==> config.mk <==
export PLATFORM = sky130hd
export DESIGN_NAME = tcp_byte_stream_reassembler
export DESIGN_NICKNAME = d
export VERILOG_FILES = /design/src/hw/rtl/tbsr_pkg.sv /design/src/hw/rtl/tcp_byte_stream_reassembler.sv
export VERILOG_INCLUDE_DIRS = /design/src /design/src/hw/rtl
export SDC_FILE = /design/constraint.sdc
export NUM_CORES = 2
export LEC_CHECK = 0
export ABC_CLOCK_PERIOD_IN_PS = 9450
export BUFFER_PORTS_ARGS = -buffer_cell sky130_fd_sc_hd__clkbuf_2
export CAP_MARGIN = 20
export CORE_MARGIN = 8
export CORE_UTILIZATION = 35
export CTS_BUF_LIST = sky130_fd_sc_hd__clkbuf_8
export CTS_CLUSTER_DIAMETER = 80
export DETAILED_ROUTE_END_ITERATION = 12
export PLACE_DENSITY_LB_ADDON = 0.05
export SYNTH_ARGS = -nofsm -noshare
export SYNTH_HDL_FRONTEND = slang
export SYNTH_SLANG_ARGS = --single-unit
==> constraint.sdc <==
create_clock -name clk -period 9.45 [get_ports clk]
set_clock_uncertainty 0.2 [all_clocks]
set_input_delay 0 -clock clk [delete_from_list [all_inputs] [get_ports clk]]
set_output_delay 0 -clock clk [all_outputs]
set_load 0.05 [all_outputs]
==> src/hw/rtl/tcp_byte_stream_reassembler_macros.svh <==
// Assertion macros shared by the reassembler RTL.
`ifndef TCP_BYTE_STREAM_REASSEMBLER_MACROS_SVH
`define TCP_BYTE_STREAM_REASSEMBLER_MACROS_SVH

// Checks a consequence in the same cycle as its condition.
`define TBSR_ASSERT_SAME(lbl, ante, cons, msg) \
    lbl: assert property (@(posedge clk) disable iff (!rst_n) (ante) |-> (cons)) \
        else $error(msg);

// Checks a consequence in the cycle after its condition.
`define TBSR_ASSERT_NEXT(lbl, ante, cons, msg) \
    lbl: assert property (@(posedge clk) disable iff (!rst_n) (ante) |=> (cons)) \
        else $error(msg);

`endif

==> src/hw/rtl/tbsr_pkg.sv <==
package tbsr_pkg;

    // Field widths of the stream channels.
    localparam int FUNC_W     = 2;
    localparam int INDEX_W    = 64;
    localparam int BYTE_W     = 8;
    localparam int CONSUMED_W = 7;
    localparam int HELD_OUT_W = 7;

    // Packed channel widths, padded to whole bytes.
    localparam int S_TDATA_W = 80;
    localparam int M_TDATA_W = 80;

    // Default window size in bytes.
    localparam int CAPACITY_DEFAULT = 64;

    // Request kinds carried on the input tuser.
    localparam logic [FUNC_W-1:0] FUNC_DATA    = 2'd0;
    localparam logic [FUNC_W-1:0] FUNC_END     = 2'd1;
    localparam logic [FUNC_W-1:0] FUNC_CONSUME = 2'd2;

    // Sequencer states, one-hot.
    typedef enum logic [9:0] {
        S_CLEAR   = 10'b00_0000_0001,
        S_IDLE    = 10'b00_0000_0010,
        S_EVAL    = 10'b00_0000_0100,
        S_SLOT    = 10'b00_0000_1000,
        S_CHECK   = 10'b00_0001_0000,
        S_SCAN_RD = 10'b00_0010_0000,
        S_SCAN_TS = 10'b00_0100_0000,
        S_STATUS  = 10'b00_1000_0000,
        S_EMIT_RD = 10'b01_0000_0000,
        S_LOAD    = 10'b10_0000_0000
    } state_t;

endpackage

==> src/hw/rtl/tcp_byte_stream_reassembler.sv <==
// Sequence: a data request passes EVAL, SLOT and CHECK, then scans the window slot by slot
// (SCAN_RD, SCAN_TS), updates STATUS and loads each delivered byte (EMIT_RD, LOAD), or one
// empty result; end marks and consume requests skip SLOT and CHECK, and output stalls hold
// LOAD. One request at a time: the input is ready only in IDLE. The shared 64-bit adder
// serves EVAL, CHECK and STATUS. Reset: asynchronous, active low, then a clear of every
// slot flag.
`include "tcp_byte_stream_reassembler_macros.svh"

module tcp_byte_stream_reassembler #(
    parameter int CAPACITY = tbsr_pkg::CAPACITY_DEFAULT
) (
    input  logic                           clk,
    input  logic                           rst_n,
    // tdata from bit 0: stream_index[63:0], byte_value[71:64], consumed_count[78:72], zero
    input  logic [tbsr_pkg::S_TDATA_W-1:0] s_axis_tdata,
    // tuser: func
    input  logic [tbsr_pkg::FUNC_W-1:0]    s_axis_tuser,
    // tlast: ends_stream
    input  logic                           s_axis_tlast,
    input  logic                           s_axis_tvalid,
    output logic                           s_axis_tready,
    // tdata from bit 0: out_byte[7:0], stream_ended[8], unassembled_count[15:9],
    // next_expected[79:16]
    output logic [tbsr_pkg::M_TDATA_W-1:0] m_axis_tdata,
    // tuser: out_valid
    output logic                           m_axis_tuser,
    // tlast: last
    output logic                           m_axis_tlast,
    output logic                           m_axis_tvalid,
    input  logic                           m_axis_tready
);

    import tbsr_pkg::*;

    localparam int CNT_W = $clog2(CAPACITY + 1);
    localparam int IDX_W = $clog2(CAPACITY);
    localparam int CMP_W = (CNT_W > CONSUMED_W) ? CNT_W : CONSUMED_W;
    localparam logic [IDX_W:0]   CAP_S = (IDX_W + 1)'(CAPACITY);
    localparam logic [CNT_W-1:0] CAP_C = CNT_W'(CAPACITY);
    localparam logic [IDX_W-1:0] LAST_SLOT = IDX_W'(CAPACITY - 1);

    // Reduces a sum of two slot numbers back into the ring.
    function automatic logic [IDX_W-1:0] wrap_slot(input logic [IDX_W:0] s);
        logic [IDX_W:0] t;
        t = s - CAP_S;
        return (s >= CAP_S) ? t[IDX_W-1:0] : s[IDX_W-1:0];
    endfunction

    // Control registers.
    state_t            state_reg, state_next;
    logic [IDX_W-1:0]  clr_cnt_reg, clr_cnt_next;
    logic [IDX_W-1:0]  head_reg, head_next;
    logic [INDEX_W-1:0] next_index_reg, next_index_next;
    logic [CNT_W-1:0]  buffered_reg, buffered_next;
    logic [CNT_W-1:0]  held_reg, held_next;
    logic              end_seen_reg, end_seen_next;
    logic [INDEX_W-1:0] end_index_reg, end_index_next;
    logic [CNT_W-1:0]  run_reg, run_next;
    logic [CNT_W-1:0]  emit_cnt_reg, emit_cnt_next;
    logic              m_valid_reg, m_valid_next;

    // Payload registers.
    logic [FUNC_W-1:0]     func_reg;
    logic [INDEX_W-1:0]    idx_reg;
    logic [BYTE_W-1:0]     val_reg;
    logic                  eos_reg;
    logic [CONSUMED_W-1:0] used_reg;
    logic [INDEX_W-1:0]    diff_reg;
    logic                  ge_reg;
    logic                  win_reg;
    logic [IDX_W-1:0]      slot_reg;
    logic                  present_rd_reg;
    logic [BYTE_W-1:0]     byte_rd_reg;
    logic                  out_user_reg;
    logic [BYTE_W-1:0]     out_byte_reg;
    logic                  out_last_reg;
    logic                  out_ended_reg;
    logic [HELD_OUT_W-1:0] out_held_reg;
    logic [INDEX_W-1:0]    out_next_reg;

    // Slot storage.
    logic              present_mem [CAPACITY];
    logic [BYTE_W-1:0] byte_mem [CAPACITY];

    logic              pm_we;
    logic [IDX_W-1:0]  pm_waddr;
    logic              pm_wdata;
    logic              pm_re;
    logic [IDX_W-1:0]  pm_raddr;
    logic              bm_we;
    logic              bm_re;

    // Shared adder.
    logic [INDEX_W-1:0] add_a;
    logic [INDEX_W-1:0] add_b;
    logic               add_cin;
    logic [INDEX_W:0]   add_sum;

    logic              accept_in;
    logic              load_fire;
    logic              in_window;
    logic [CNT_W-1:0]  room;
    logic [IDX_W-1:0]  slot_calc;
    logic [IDX_W-1:0]  scan_slot;
    logic [CNT_W-1:0]  run_inc;
    logic [CNT_W-1:0]  emit_inc;
    logic              load_last;
    logic [CMP_W-1:0]  used_x;
    logic [CMP_W-1:0]  buf_x;
    logic [CMP_W-1:0]  buf_left;

    assign accept_in     = s_axis_tvalid && s_axis_tready;
    assign s_axis_tready = (state_reg == S_IDLE);
    assign load_fire     = (state_reg == S_LOAD) && (!m_valid_reg || m_axis_tready);

    // Window test and ring position of the incoming byte.
    assign room      = CAP_C - buffered_reg;
    assign in_window = ge_reg && (diff_reg[INDEX_W-1:CNT_W] == '0)
                       && (diff_reg[CNT_W-1:0] < room);
    assign slot_calc = wrap_slot({1'b0, head_reg} + {1'b0, diff_reg[IDX_W-1:0]});
    assign scan_slot = wrap_slot({1'b0, head_reg} + {1'b0, run_reg[IDX_W-1:0]});
    assign run_inc   = run_reg + 1'b1;
    assign emit_inc  = emit_cnt_reg + 1'b1;
    assign load_last = (run_reg == '0) || (emit_inc == run_reg);

    // Consume request: the output buffer count saturates at zero.
    assign used_x   = CMP_W'(used_reg);
    assign buf_x    = CMP_W'(buffered_reg);
    assign buf_left = buf_x - used_x;

    // Operand selection for the shared adder.
    always_comb
    begin
        add_a   = '0;
        add_b   = '0;
        add_cin = 1'b0;
        case (state_reg)
            S_EVAL:
            begin
                add_a   = idx_reg;
                add_b   = ~next_index_reg;
                add_cin = 1'b1;
            end
            S_CHECK:
            begin
                add_a   = idx_reg;
                add_cin = 1'b1;
            end
            S_STATUS:
            begin
                add_a = next_index_reg;
                add_b = INDEX_W'(run_reg);
            end
            default:
            begin
                add_a   = '0;
            end
        endcase
    end

    assign add_sum = {1'b0, add_a} + {1'b0, add_b} + (INDEX_W + 1)'(add_cin);

    // Sequencer.
    always_comb
    begin
        state_next      = state_reg;
        clr_cnt_next    = clr_cnt_reg;
        head_next       = head_reg;
        next_index_next = next_index_reg;
        buffered_next   = buffered_reg;
        held_next       = held_reg;
        end_seen_next   = end_seen_reg;
        end_index_next  = end_index_reg;
        run_next        = run_reg;
        emit_cnt_next   = emit_cnt_reg;
        m_valid_next    = m_valid_reg;
        pm_we           = 1'b0;
        pm_waddr        = head_reg;
        pm_wdata        = 1'b0;
        pm_re           = 1'b0;
        pm_raddr        = scan_slot;
        bm_we           = 1'b0;
        bm_re           = 1'b0;

        if (m_valid_reg && m_axis_tready)
        begin
            m_valid_next = 1'b0;
        end

        case (state_reg)
            S_CLEAR:
            begin
                pm_we    = 1'b1;
                pm_waddr = clr_cnt_reg;
                if (clr_cnt_reg == LAST_SLOT)
                begin
                    state_next = S_IDLE;
                end
                else
                begin
                    clr_cnt_next = clr_cnt_reg + 1'b1;
                end
            end
            S_IDLE:
            begin
                if (accept_in)
                begin
                    state_next = S_EVAL;
                end
            end
            S_EVAL:
            begin
                run_next   = '0;
                state_next = S_SCAN_RD;
                case (func_reg)
                    FUNC_DATA:
                    begin
                        state_next = S_SLOT;
                    end
                    FUNC_END:
                    begin
                        end_seen_next  = 1'b1;
                        end_index_next = idx_reg;
                    end
                    FUNC_CONSUME:
                    begin
                        buffered_next = (used_x >= buf_x) ? '0 : CNT_W'(buf_left);
                    end
                    default:
                    begin
                        state_next = S_SCAN_RD;
                    end
                endcase
            end
            S_SLOT:
            begin
                pm_re      = in_window;
                pm_raddr   = slot_calc;
                state_next = S_CHECK;
            end
            S_CHECK:
            begin
                if (eos_reg)
                begin
                    end_seen_next  = 1'b1;
                    end_index_next = add_sum[INDEX_W-1:0];
                end
                if (win_reg && !present_rd_reg)
                begin
                    pm_we     = 1'b1;
                    pm_waddr  = slot_reg;
                    pm_wdata  = 1'b1;
                    bm_we     = 1'b1;
                    held_next = held_reg + 1'b1;
                end
                state_next = S_SCAN_RD;
            end
            S_SCAN_RD:
            begin
                pm_re      = 1'b1;
                pm_raddr   = scan_slot;
                state_next = S_SCAN_TS;
            end
            S_SCAN_TS:
            begin
                if (present_rd_reg)
                begin
                    run_next   = run_inc;
                    state_next = (run_inc == CAP_C) ? S_STATUS : S_SCAN_RD;
                end
                else
                begin
                    state_next = S_STATUS;
                end
            end
            S_STATUS:
            begin
                next_index_next = add_sum[INDEX_W-1:0];
                held_next       = held_reg - run_reg;
                buffered_next   = buffered_reg + run_reg;
                emit_cnt_next   = '0;
                state_next      = (run_reg == '0) ? S_LOAD : S_EMIT_RD;
            end
            S_EMIT_RD:
            begin
                bm_re      = 1'b1;
                pm_we      = 1'b1;
                pm_waddr   = head_reg;
                state_next = S_LOAD;
            end
            S_LOAD:
            begin
                if (load_fire)
                begin
                    m_valid_next = 1'b1;
                    if (run_reg != '0)
                    begin
                        head_next     = wrap_slot({1'b0, head_reg} + (IDX_W + 1)'(1));
                        emit_cnt_next = emit_inc;
                    end
                    state_next = load_last ? S_IDLE : S_EMIT_RD;
                end
            end
            default:
            begin
                state_next = S_IDLE;
            end
        endcase
    end

    // Control state.
    always_ff @(posedge clk or negedge rst_n)
    begin
        if (!rst_n)
        begin
            state_reg      <= S_CLEAR;
            clr_cnt_reg    <= '0;
            head_reg       <= '0;
            next_index_reg <= '0;
            buffered_reg   <= '0;
            held_reg       <= '0;
            end_seen_reg   <= 1'b0;
            end_index_reg  <= '0;
            run_reg        <= '0;
            emit_cnt_reg   <= '0;
            m_valid_reg    <= 1'b0;
        end
        else
        begin
            state_reg      <= state_next;
            clr_cnt_reg    <= clr_cnt_next;
            head_reg       <= head_next;
            next_index_reg <= next_index_next;
            buffered_reg   <= buffered_next;
            held_reg       <= held_next;
            end_seen_reg   <= end_seen_next;
            end_index_reg  <= end_index_next;
            run_reg        <= run_next;
            emit_cnt_reg   <= emit_cnt_next;
            m_valid_reg    <= m_valid_next;
        end
    end

    // Request capture and intermediate results.
    always_ff @(posedge clk)
    begin
        if (accept_in)
        begin
            func_reg <= s_axis_tuser;
            idx_reg  <= s_axis_tdata[INDEX_W-1:0];
            val_reg  <= s_axis_tdata[INDEX_W+BYTE_W-1:INDEX_W];
            eos_reg  <= s_axis_tlast;
            used_reg <= s_axis_tdata[INDEX_W+BYTE_W+CONSUMED_W-1:INDEX_W+BYTE_W];
        end
        if (state_reg == S_EVAL)
        begin
            diff_reg <= add_sum[INDEX_W-1:0];
            ge_reg   <= add_sum[INDEX_W];
        end
        if (state_reg == S_SLOT)
        begin
            win_reg  <= in_window;
            slot_reg <= slot_calc;
        end
    end

    // Slot flag memory: one write and one registered read per cycle.
    always_ff @(posedge clk)
    begin
        if (pm_we)
        begin
            present_mem[pm_waddr] <= pm_wdata;
        end
        if (pm_re)
        begin
            present_rd_reg <= present_mem[pm_raddr];
        end
        else if (state_reg == S_SLOT)
        begin
            present_rd_reg <= 1'b1;
        end
    end

    // Slot byte memory.
    always_ff @(posedge clk)
    begin
        if (bm_we)
        begin
            byte_mem[slot_reg] <= val_reg;
        end
        if (bm_re)
        begin
            byte_rd_reg <= byte_mem[head_reg];
        end
    end

    // Output register.
    always_ff @(posedge clk)
    begin
        if (load_fire)
        begin
            out_user_reg  <= (run_reg != '0);
            out_byte_reg  <= (run_reg != '0) ? byte_rd_reg : '0;
            out_last_reg  <= load_last;
            out_ended_reg <= end_seen_reg && (next_index_reg == end_index_reg);
            out_held_reg  <= HELD_OUT_W'(held_reg);
            out_next_reg  <= next_index_reg;
        end
    end

    assign m_axis_tvalid = m_valid_reg;
    assign m_axis_tuser  = out_user_reg;
    assign m_axis_tlast  = out_last_reg;
    assign m_axis_tdata  = {out_next_reg, out_held_reg, out_ended_reg, out_byte_reg};

    // Checks on the window bookkeeping and the delivery sequence.
    `TBSR_ASSERT_SAME(a_window_bound, 1'b1,
        ({1'b0, held_reg} + {1'b0, buffered_reg}) <= {1'b0, CAP_C},
        "held and buffered bytes exceed the window")
    `TBSR_ASSERT_SAME(a_emit_in_run, (state_reg == S_EMIT_RD),
        (run_reg != '0) && (emit_cnt_reg < run_reg),
        "byte read beyond the contiguous run")
    `TBSR_ASSERT_NEXT(a_last_to_idle, load_fire && load_last,
        (state_reg == S_IDLE) && m_axis_tvalid && m_axis_tlast,
        "last result loaded without returning to idle")
    `TBSR_ASSERT_NEXT(a_accept_eval, accept_in,
        (state_reg == S_EVAL) && !s_axis_tready,
        "accepted request not evaluated")

endmodule

==> results.sh <==
export IMPL_io_pin_count=171
export IMPL_max_vdd_ir_drop_mv=0.147
export IMPL_final_common_cell="edfxtp_1"
export IMPL_ant_nets=0
export IMPL_drt_initial_drc_count=2081
export IMPL_cts_resized=0
export IMPL_clockBufferDepth=3
export IMPL_slew_limit_headroom=0.310
export IMPL_grt_usage=0.195
export IMPL_post_dp_hpwl_mm=91.0
export IMPL_worst_pin_slew_ns=1.04
export IMPL_fmax_ghz=0.146
export IMPL_largest_reg_flops=512
export IMPL_synth_nets=3721
export IMPL_syn_to_final_growth_pct=17.6
export IMPL_final_cell_area_um2=53500
export IMPL_slew_violations=0
export IMPL_avgSynthCellArea_um2=12.9
export IMPL_arrival_ns=7.27
export IMPL_clk_latency_ns=0.90
export IMPL_timing_reg2reg_setup_slack_ns=2.59
export IMPL_regMostFlops="byte_mem"
export IMPL_core_area_um2=129000
export IMPL_via_count=30200
export IMPL_synth_top_area_frac=0.542
export IMPL_hp_class="primary input to async pin"
export IMPL_syn_inst=3523
export IMPL_gp_congestion=0.943
export IMPL_critPathLaunchType="flip-flop"
export IMPL_grt_remaining_overflow=0
export IMPL_dieHeight_um=377
export IMPL_cts_buffers=179
export IMPL_clk_pin_slew_ns=0.06
export IMPL_drc=0
export IMPL_wl_per_cell_um=24.2
export IMPL_clockRootBuffer="clkbuf_8"
export IMPL_synth_seq_area_share=0.641
export IMPL_fin_tns_setup_ns=0
export IMPL_antenna_found_initial=3
export IMPL_wl_met2_mm=71.0
export IMPL_synthTopCellsByArea="edfxtp_1 (54%), dfrtp_1 (9.8%), nand2_1 (3.7%)"
export IMPL_synth_area_leader_cell="edfxtp_1"
export IMPL_netlist_area_um2=45500
export IMPL_grt_first_pass_wirelength_mm=208
export IMPL_r2r_start="state_reg[7]"
export IMPL_fin_crit_sh=0.726
export IMPL_layout_common_cells="edfxtp_1 (821), nand2_1 (450), nor2_1 (326)"
export IMPL_final_nets=4096
export IMPL_num_rows=132
export IMPL_rsz0062_at_grt="false"
export IMPL_synth_distinct_cells=95
export IMPL_synth_edff_count=821
export IMPL_outcome="completed"
export IMPL_place_area_um2=48200
export IMPL_cts_tree="built"
export IMPL_r2r_end="diff_reg[62]"
export IMPL_ff2ff_path_depth=17
export IMPL_finalHoldViolations=0
export IMPL_synth_ff_type="edfxtp_1"
export IMPL_power_density_nw_per_um2=214
export IMPL_cts_sinks=1001
export IMPL_grt_max_degree=85
export IMPL_yosysWarnings=0
export IMPL_die_w_um=377
export IMPL_dr_pass1_iters=7
export IMPL_drv_cap=0
export IMPL_ys_seq_elements=1001
export IMPL_drt_met1_wl_mm=59.9
export IMPL_dr_max_layer_used="met4"
export IMPL_finalSetupViolations=0
export IMPL_critPathKind="flip-flop to flip-flop"
export IMPL_worstPathMaxFanout=52
export IMPL_numPortBuffers=169
export IMPL_drive_gt1_frac=0.152
export IMPL_h_tree_depth=4
export IMPL_power_leakage_nw=19.9
export IMPL_async_reset_ff_frac=0.180
export IMPL_vias_per_cell=5.21
export IMPL_start_util=0.352
export IMPL_routed_wl_mm=140
export IMPL_min_period_ns=6.86
export IMPL_route_met3_wl_mm=6.09
export IMPL_end_kind="flip-flop"
export IMPL_dieArea_um2=142000
export IMPL_grt_pass1_vias=31400
export IMPL_cp_required_ns=9.86
## repair_timing
| action | CTS | global route |
|---|---|---|
| setup buffers | 0 | 0 |
| setup endpoints to repair | 0 | 0 |
| hold endpoints to repair | 282 | 0 |
| hold buffers | 171 | 0 |
## report_power, final
group / total [mW] / internal (mW) / switching [mW]
logic: 1.86 / 0.604 / 1.26
registers: 5.51 / 5.27 / 0.244
clock network: 4.09 / 2.16 / 1.92
total: 11.5 / 8.03 / 3.43
## worst max-delay path by stage
stage              endpoint  slack (ns)         start
2_1_floorplan  m_axis_tlast        3.94  state_reg[1]
3_3_place_gp         ge_reg        2.68  state_reg[7]
4_1_cts              ge_reg        2.57  state_reg[7]
3_5_place_dp         ge_reg        2.64  state_reg[7]
5_1_grt              ge_reg        2.22  state_reg[7]
6_report       diff_reg[62]        2.59  state_reg[7]
## Yosys cell counts (all sizes together), types with 19 or more instances
library cell,count
and3,25
ha,104
nor3,20
a22o,61
clkbuf,132
nand3,69
mux2i,105
mux4,72
xor2,78
nand2b,22
o221ai,35
nor4,34
o21bai,20
inv,65
o21ai,146
a21o,47
and2,19
o22ai,38
nand4,42
nand2,452
mux2,42
dfrtp,179
buf,53
xnor2,90
nor2,327
edfxtp,821
a31oi,38
a21oi,249
## logic make-up after synthesis
group	synth area share
DFF	0.641
muxes	0.0691
adders and majority gates	0.0317
AOI/OAI and AO/OA	0.103
buffers and inverters	0.0215
and+or+nand+nor	0.101
xor gates and xnor gates	0.0325
## routing by layer
layer	vias up	global-route usage
met4	0	0.0577
met5	-	0
met3	229	0.0327
met1	15300	0.246
met2	766	0.345
li1	14000	-
## metrics by stage
step | hold WS (ns) | util | instances | setup WS (ns) | total power [mW]
global placement | -0.0771 | 0.372 | 5287 | 2.68 | 7.39
floorplan | -0.496 | - | 3523 | 3.94 | 6.68
CTS | 0.0182 | 0.414 | 5794 | 2.57 | 11.6
global route | 0.0820 | 0.414 | 5798 | 2.22 | 12.0
finish | 0.130 | 0.414 | 5800 | 2.59 | 11.5
detailed placement | -0.0632 | 0.372 | 5287 | 2.64 | 7.43
## critical path: stages, from the launching register on
cell and delay, ns:
dfrtp_1 0.49, nor4_4 0.40, nand3_1 0.20, or3b_4 0.71, nand2_4 0.38, buf_4 0.65, a22o_1 0.27, ha_1 0.31
a21oi_1 0.33, o221ai_1 0.26, a2111oi_2 0.70, nor4_2 0.16, o21ai_2 0.41, o31ai_2 0.18, a31o_2 0.27, a21oi_1 0.20
xor2_1 0.27, inv_1 0.07
## area by class of cell
class | instances | area (um2)
diodes | 5 | 12.5
clock buffers | 194 | 2670
clock inverters | 142 | 928
fillers | 12100 | 75800
inverters | 65 | 244
multi-input cells | 2272 | 15400
flip-flops and latches | 1001 | 29200
well taps | 1742 | 2180
repair buffers | 379 | 2900
Power figures use the tool's default switching activity.
